**src/rtl/core/ffha_pkg.sv**
```systemverilog
// Shared types, constants and codes for the first-fit heap allocator.
// No dependencies.
`default_nettype none
package ffha_pkg;

    localparam int MAX_BLOCKS   = 64;
    localparam int HEADER_BYTES = 20;
    localparam int ALIGN_BYTES  = 32;
    localparam int IDX_W        = $clog2(MAX_BLOCKS);
    localparam int CNT_W        = $clog2(MAX_BLOCKS + 1);

    localparam logic [31:0] HDR        = 32'(HEADER_BYTES);
    localparam logic [32:0] ALIGN_M1   = 33'(ALIGN_BYTES - 1);
    localparam logic [31:0] BASE_RST   = 32'd589824;
    localparam logic [31:0] BYTES_RST  = 32'd1048576;

    localparam logic CMD_ALLOC   = 1'b0;
    localparam logic CMD_RELEASE = 1'b1;

    localparam logic CFG_HEAP_BASE  = 1'b0;
    localparam logic CFG_HEAP_BYTES = 1'b1;

    typedef enum logic [1:0] {
        ST_OK      = 2'd0,
        ST_NOSPACE = 2'd1,
        ST_FULL    = 2'd2,
        ST_IGNORED = 2'd3
    } t_status;

    typedef enum logic [1:0] {
        RD_IDX,
        RD_NXT,
        RD_SRC
    } t_rd_sel;

    typedef enum logic [3:0] {
        S_INIT,
        S_IDLE,
        S_SCAN_RD,
        S_SCAN_EV,
        S_NX_RD,
        S_NX_EV,
        S_MSETUP,
        S_SH_RD,
        S_SH_WR,
        S_FIN1,
        S_FIN2,
        S_RESP
    } t_state;

    typedef struct packed {
        logic [31:0] start;
        logic [31:0] size;
        logic        free;
    } t_entry;

    typedef struct packed {
        logic    init;
        logic    start;
        t_rd_sel rd_sel;
        logic    eval;
        logic    idx_inc;
        logic    cap_next;
        logic    clr_next;
        logic    sh_up_setup;
        logic    sh_dn_setup;
        logic    sh_wr;
        logic    fin1;
        logic    fin2;
        logic    set_st;
        t_status st;
        logic    out_load;
    } t_ctl;

    typedef struct packed {
        logic is_release;
        logic paddr_zero;
        logic scan_end;
        logic fit;
        logic split;
        logic full;
        logic match;
        logic cur_free;
        logic has_next;
        logic merge_any;
        logic sh_more;
        logic out_free;
    } t_dp_sts;

endpackage
`default_nettype wire

```
**src/rtl/core/ffha_ctrl.sv**
```systemverilog
// Controller state machine of the heap allocator.
// Depends on ffha_pkg.
`default_nettype none
module ffha_ctrl (
    input  wire logic            i_clk,
    input  wire logic            i_rst_n,
    input  wire logic            i_in_valid,
    input  wire logic            i_cfg_we,
    input  ffha_pkg::t_dp_sts    i_sts,
    output ffha_pkg::t_ctl       o_ctl,
    output logic                 o_in_stall
);
    ffha_pkg::t_state r_state, n_state;

    always_ff @(posedge i_clk) begin
        if (!i_rst_n) begin
            r_state <= ffha_pkg::S_INIT;
        end else begin
            r_state <= n_state;
        end
    end

    always_comb begin
        o_ctl      = '0;
        o_ctl.rd_sel = ffha_pkg::RD_IDX;
        o_ctl.st   = ffha_pkg::ST_OK;
        n_state    = r_state;
        o_in_stall = 1'b1;
        case (r_state)
            ffha_pkg::S_INIT: begin
                o_ctl.init = 1'b1;
                n_state    = ffha_pkg::S_IDLE;
            end
            ffha_pkg::S_IDLE: begin
                o_in_stall = 1'b0;
                if (i_in_valid) begin
                    o_ctl.start = 1'b1;
                    n_state     = ffha_pkg::S_SCAN_RD;
                end
            end
            ffha_pkg::S_SCAN_RD: begin
                o_ctl.rd_sel = ffha_pkg::RD_IDX;
                if (i_sts.is_release && i_sts.paddr_zero) begin
                    o_ctl.set_st = 1'b1;
                    o_ctl.st     = ffha_pkg::ST_IGNORED;
                    n_state      = ffha_pkg::S_RESP;
                end else if (i_sts.scan_end) begin
                    o_ctl.set_st = 1'b1;
                    o_ctl.st     = i_sts.is_release ? ffha_pkg::ST_IGNORED
                                                    : ffha_pkg::ST_NOSPACE;
                    n_state      = ffha_pkg::S_RESP;
                end else begin
                    n_state = ffha_pkg::S_SCAN_EV;
                end
            end
            ffha_pkg::S_SCAN_EV: begin
                o_ctl.eval = 1'b1;
                if (!i_sts.is_release) begin
                    if (i_sts.fit && i_sts.split && i_sts.full) begin
                        o_ctl.set_st = 1'b1;
                        o_ctl.st     = ffha_pkg::ST_FULL;
                        n_state      = ffha_pkg::S_RESP;
                    end else if (i_sts.fit && i_sts.split) begin
                        o_ctl.sh_up_setup = 1'b1;
                        n_state           = ffha_pkg::S_SH_RD;
                    end else if (i_sts.fit) begin
                        n_state = ffha_pkg::S_FIN1;
                    end else begin
                        o_ctl.idx_inc = 1'b1;
                        n_state       = ffha_pkg::S_SCAN_RD;
                    end
                end else if (i_sts.match) begin
                    if (i_sts.cur_free) begin
                        o_ctl.set_st = 1'b1;
                        o_ctl.st     = ffha_pkg::ST_IGNORED;
                        n_state      = ffha_pkg::S_RESP;
                    end else if (i_sts.has_next) begin
                        n_state = ffha_pkg::S_NX_RD;
                    end else begin
                        o_ctl.clr_next = 1'b1;
                        n_state        = ffha_pkg::S_MSETUP;
                    end
                end else begin
                    o_ctl.idx_inc = 1'b1;
                    n_state       = ffha_pkg::S_SCAN_RD;
                end
            end
            ffha_pkg::S_NX_RD: begin
                o_ctl.rd_sel = ffha_pkg::RD_NXT;
                n_state      = ffha_pkg::S_NX_EV;
            end
            ffha_pkg::S_NX_EV: begin
                o_ctl.cap_next = 1'b1;
                n_state        = ffha_pkg::S_MSETUP;
            end
            ffha_pkg::S_MSETUP: begin
                if (i_sts.merge_any) begin
                    o_ctl.sh_dn_setup = 1'b1;
                    n_state           = ffha_pkg::S_SH_RD;
                end else begin
                    n_state = ffha_pkg::S_FIN1;
                end
            end
            ffha_pkg::S_SH_RD: begin
                o_ctl.rd_sel = ffha_pkg::RD_SRC;
                n_state = i_sts.sh_more ? ffha_pkg::S_SH_WR : ffha_pkg::S_FIN1;
            end
            ffha_pkg::S_SH_WR: begin
                o_ctl.sh_wr = 1'b1;
                n_state     = ffha_pkg::S_SH_RD;
            end
            ffha_pkg::S_FIN1: begin
                o_ctl.fin1 = 1'b1;
                n_state    = ffha_pkg::S_FIN2;
            end
            ffha_pkg::S_FIN2: begin
                o_ctl.fin2   = 1'b1;
                o_ctl.set_st = 1'b1;
                o_ctl.st     = ffha_pkg::ST_OK;
                n_state      = ffha_pkg::S_RESP;
            end
            ffha_pkg::S_RESP: begin
                if (i_sts.out_free) begin
                    o_ctl.out_load = 1'b1;
                    n_state        = ffha_pkg::S_IDLE;
                end
            end
            default: begin
                n_state = ffha_pkg::S_INIT;
            end
        endcase
        if (i_cfg_we) begin
            n_state = ffha_pkg::S_INIT;
        end
    end
endmodule
`default_nettype wire

```
**config.mk**
```make
export PLATFORM = sky130hd
export DESIGN_NAME = ffha_ctrl
export DESIGN_NICKNAME = d
export VERILOG_FILES = /design/src/rtl/core/ffha_pkg.sv /design/src/rtl/core/ffha_ctrl.sv
export SDC_FILE = /design/constraint.sdc
export NUM_CORES = 1
export LEC_CHECK = 0
export BUFFER_PORTS_ARGS = -buffer_cell sky130_fd_sc_hd__buf_2
export CORE_UTILIZATION = 45
export CTS_BUF_LIST = sky130_fd_sc_hd__clkbuf_8
export DETAILED_ROUTE_END_ITERATION = 10
export PLACE_DENSITY = 0.8
export REMOVE_ABC_BUFFERS = 1
export SLEW_MARGIN = 0
export SYNTH_ARGS = -nofsm -noshare
export SYNTH_HDL_FRONTEND = slang
export SYNTH_SLANG_ARGS = --single-unit
```
**constraint.sdc**
```tcl
create_clock -name i_clk -period 1.2 [get_ports i_clk]
set_input_delay 0.18 -clock i_clk [delete_from_list [all_inputs] [get_ports i_clk]]
set_output_delay 0.18 -clock i_clk [all_outputs]
set_load 0.005 [all_outputs]
```
==> results of run 1 <==
-- synth_stat cells, types with 2 or more instances --
library cell / instances / area (µm²)
nor4_1: 3 / 18.77
nand2b_4: 2 / 27.53
nand2_1: 9 / 33.78
nor2_1: 5 / 18.77
a31oi_1: 2 / 12.51
and3_1: 3 / 18.77
a21oi_1: 6 / 30.03
inv_1: 2 / 7.510
nand2b_1: 4 / 25.02
nor2b_1: 3 / 18.77
buf_2: 4 / 20.02
nand3_1: 2 / 10.01
o21ai_1: 2 / 10.01
nor4b_1: 2 / 17.52
o21ai_0: 2 / 10.01
buf_6: 2 / 22.52
dfxtp_1: 4 / 80.08
nor3_1: 4 / 20.02
-- through the flow --
step / setup TNS (ns) / worst slack (ns) / utilization (%) / instances
2_1_floorplan: -1.127 / -0.2029 / - / 76
3_3_place_gp: -0.8508 / -0.1370 / 73.82 / 140
3_5_place_dp: -1.452 / -0.2162 / 73.82 / 140
-- cell families after synthesis --
| group | count (synthesis) |
|---|---|
| simple gates | 44 |
| buf+inv | 10 |
| compound gates | 25 |
| flops | 4 |
==> impl_metrics.env, run 1 <==
export IMPL_synth_cell_types=40
export IMPL_yosys_register_bits=4
export IMPL_status="did not finish"
export IMPL_stop_stage="4_1_cts"
export IMPL_place_gp_congestion=0.8865
export IMPL_syn_avg_cell_area_um2=7.281
export IMPL_tool_error="[ERROR DPL-0038] Utilization greater than 100%, impossible to legalize"
export IMPL_cts_hold_fix_buffers=0
export IMPL_die_y_um=38.65
export IMPL_synth_simple_area_share_pct=45.34
export IMPL_synthXorXnorAreaFrac_pct=0
export IMPL_ios=34
export IMPL_cts_resized=45
export IMPL_muxShareOfSynthArea_pct=0
export IMPL_start_util_pct=51.60
export IMPL_synth_edf_count=0
export IMPL_num_rows=12
export IMPL_dp_final_hpwl_mm=1.432
export IMPL_async_flop_share_pct=0
export IMPL_synth_compound_area_share_pct=31.26
export IMPL_cts_made_buffers=3
export IMPL_cts_sinks=4
export IMPL_synth_top_family_by_area="simple AND/OR/NAND/NOR gates"
export IMPL_root_buffer="clkbuf_8"
export IMPL_clockBufferDepth=2
export IMPL_die_x_um=38.65
export IMPL_ys_warn_count=0
export IMPL_detailed_place_area_um2=864.6
export IMPL_synth_adder_area_share_pct=0
export IMPL_h_tree_depth=1
export IMPL_cts_setup_buffers=10
export IMPL_syn_area_um2=604.3
export IMPL_synth_main_ff_cell="dfxtp_1"
export IMPL_numPortBuffers=33
export IMPL_syn_inst=83
export IMPL_ys_seq_area_share_pct=13.25
==> inputs of run 2 (changes only) <==
--- a/config.mk
+++ b/config.mk
@@ -6,10 +6,10 @@
 export NUM_CORES = 1
 export LEC_CHECK = 0
 export BUFFER_PORTS_ARGS = -buffer_cell sky130_fd_sc_hd__buf_2
-export CORE_UTILIZATION = 45
-export CTS_BUF_LIST = sky130_fd_sc_hd__clkbuf_8
+export CORE_AREA = 2 2 63 65
 export DETAILED_ROUTE_END_ITERATION = 10
-export PLACE_DENSITY = 0.8
+export DIE_AREA = 0 0 65 67
+export PLACE_DENSITY_LB_ADDON = 0.15
 export REMOVE_ABC_BUFFERS = 1
 export SLEW_MARGIN = 0
 export SYNTH_ARGS = -nofsm -noshare
==> impl_metrics.env, run 2 <==
export IMPL_status="finished with violations"
export IMPL_syn_avg_cell_area_um2=7.281
export IMPL_antenna_found_initial=0
export IMPL_critPathLaunch="r_state[3]$_SDFFE_PP0P_"
export IMPL_grt_start_max_net_pins=9
export IMPL_regArea_um2=92.59
export IMPL_yosysTopAreaCellShare_pct=13.25
export IMPL_largest_reg_flops=4
export IMPL_die_y_um=67
export IMPL_r2r_slack_ns=-0.07
export IMPL_synth_cell_types=40
export IMPL_postRouteAntennaNets=0
export IMPL_layout_setup_ws_ns=-0.2330
export IMPL_max_slew_margin_pct=80.91
export IMPL_ys_warn_count=0
export IMPL_cts_sinks=4
export IMPL_yosys_register_bits=4
export IMPL_clockBufferDepth=2
export IMPL_path_cells="nand2b_4, nor2_4, buf_4, and3_1, buf_2"
export IMPL_synthTopCellsByCount="9 x nand2_1, 6 x a21oi_1, 5 x nor2_1"
export IMPL_hold_path_class="in2reg"
export IMPL_dp_final_hpwl_mm=1.944
export IMPL_syn_inst=83
export IMPL_h_tree_depth=1
export IMPL_firstDrtPassIters=3
export IMPL_ios=34
export IMPL_post_route_min_period_ns=1.433
export IMPL_die_x_um=65
export IMPL_fp_dieArea_um2=4355
export IMPL_numPortBuffers=33
export IMPL_skew_ns=0.004501
export IMPL_hold_viol=0
export IMPL_synth_edf_count=0
export IMPL_reg2reg_to="r_state[1]$_SDFFE_PP0P_"
export IMPL_worstPathArrival_ns=1.25
export IMPL_path_clk_slew_ns=0.03
export IMPL_synthMostInstantiatedCell="nand2_1"
export IMPL_maxCapViolations=0
export IMPL_drc_errors=0
export IMPL_yosys_top_cells_area="dfxtp_1 13%, nand2_1 5.6%, a21oi_1 5.0%"
export IMPL_nets=162
export IMPL_clock_latency_ns=0.22
export IMPL_p_leak_nw=0.5696
export IMPL_grt_ovfl_total=0
export IMPL_async_flop_share_pct=0
export IMPL_wire_per_inst_um=13.35
export IMPL_r2r_cells=5
export IMPL_fillCellCount=379
export IMPL_detailed_place_area_um2=987.2
export IMPL_cts_tree="built"
export IMPL_ir_drop_uv=153.7
export IMPL_postLayoutCellArea_um2=1315
export IMPL_drive_gt1_share_pct=68.75
export IMPL_diodes=0
export IMPL_critPathMaxStageDelay_ns=0.35
export IMPL_cp_max_fo=5
export IMPL_worstReg2RegStart="r_state[3]$_SDFFE_PP0P_"
export IMPL_wl_mm=2.563
export IMPL_finalMaxSlewViolations=0
export IMPL_num_vias=859
export IMPL_final_common_cell="buf_2"
export IMPL_final_setup_viol_count=21
export IMPL_core_area_um2=3606
export IMPL_timing_hold_ws_ns=0.2937
export IMPL_grt_pass1_vias=886
export IMPL_top_regs="r_state x4"
export IMPL_slowest_stage="dfxtp_4"
export IMPL_syn_area_um2=604.3
export IMPL_regMostFlops="r_state"
export IMPL_place_gp_congestion=0.8429
export IMPL_num_rows=22
export IMPL_layout_common_cells="32 x buf_2, 20 x buf_4, 11 x buf_6, 9 x nand2_1, 5 x a21oi_1"
export IMPL_final_period_utilization_pct=119.4
export IMPL_critPathCaptureType="output pin"
export IMPL_cts_hold_fix_buffers=0
export IMPL_violations="negative setup slack"
export IMPL_post_place_ws_ns=-0.1460
export IMPL_grt_setup_unrepaired="yes"
export IMPL_yosysTopAreaCell="dfxtp_1"
export IMPL_grt_pass1_wl_mm=4.133
export IMPL_max_slew_worst_pin_slew_ns=0.2858
export IMPL_area_delta_synth_final_pct=117.6
export IMPL_grt_use_total_pct=12.35
export IMPL_criticalPathCategory="reg2out"
export IMPL_worst_ep_required_time_ns=1.02
export IMPL_cts_made_buffers=3
export IMPL_power_density_nw_per_um2=549.7
export IMPL_drtIter0Drc=13
export IMPL_synth_main_ff_cell="dfxtp_1"
export IMPL_viasPerCell=4.474
export IMPL_worstSetupStartpointType="flop"
export IMPL_fmax_mhz=697.8
export IMPL_multiInputGateArea_um2=635.6
export IMPL_crit_path_end="o_ctl[11]"
export IMPL_start_util_pct=16.76
export IMPL_ys_seq_area_share_pct=13.25
export IMPL_final_util_pct=36.47
export IMPL_root_buffer="clkbuf_8"
==> run 2: cell counts after synthesis <==
Identical to the previous run, type by type.
==> run 2: kinds of logic after synthesis <==
group,synth area share [%]
flops,13.25
compound gates,31.27
buf+inv,10.15
simple gates,45.34
==> run 2: what timing repair did <==
item                                   CTS  global route
setup buffers                            4             2
resized for setup                       33            12
pin swaps                                6             4
setup endpoints to repair               22            22
endpoints found under the hold margin    0             0
==> run 2: through the flow <==
stage / setup TNS [ns] / std cells / total power [mW]
6_report: -2.874 / 192 / 0.7229
5_1_grt: -4.079 / 192 / 0.7625
4_1_cts: -2.853 / 190 / 0.7029
3_5_place_dp: -0.9548 / 183 / 0.3573
3_3_place_gp: -0.6995 / 183 / 0.3551
2_1_floorplan: -1.127 / 76 / 0.2370
==> run 2: report_power, final <==
group,switching [mW],leakage (nW),internal [mW],total [mW]
registers,0.00993,0.0352,0.136,0.145
clock network,0.0769,0.0216,0.214,0.291
logic,0.135,0.513,0.151,0.286
total,0.222,0.570,0.501,0.723
==> run 2: area by class of cell <==
type	instances	area share, %
inverters	3	0.8563
clock buffers	3	3.140
well taps	48	4.567
multi-input cells	69	48.33
flip-flops and latches	4	7.041
repair buffers	65	36.06
==> run 2: routing by layer <==
| metal | wire [µm] | vias up | global-route usage, % |
|---|---|---|---|
| met1 | 1150 | 389 | 15.29 |
| met5 | 0 | - | 0 |
| met3 | 116 | 4 | 1.351 |
| met2 | 1257 | 27 | 21.39 |
| met4 | 38 | 0 | 5.585 |
| li1 | - | 439 | - |
==> run 2: worst min-delay path by stage <==
stage,start,to,cells past startpoint
2_1_floorplan,i_sts[0],r_state[1]$_SDFFE_PP0P_,2
5_1_grt,i_sts[0],r_state[1]$_SDFFE_PP0P_,3
3_3_place_gp,i_sts[0],r_state[1]$_SDFFE_PP0P_,3
6_report,i_sts[0],r_state[1]$_SDFFE_PP0P_,3
4_1_cts,i_sts[0],r_state[1]$_SDFFE_PP0P_,3
3_5_place_dp,i_sts[0],r_state[1]$_SDFFE_PP0P_,3
==> run 2: worst max-delay path, delay by kind of cell, from the launching register on <==
kind                   cells  cell delay [ns]
buffers and inverters      2             0.23
flip-flops                 1             0.35
AND/OR/NAND/NOR            3             0.45
Power figures use the tool's default switching activity.
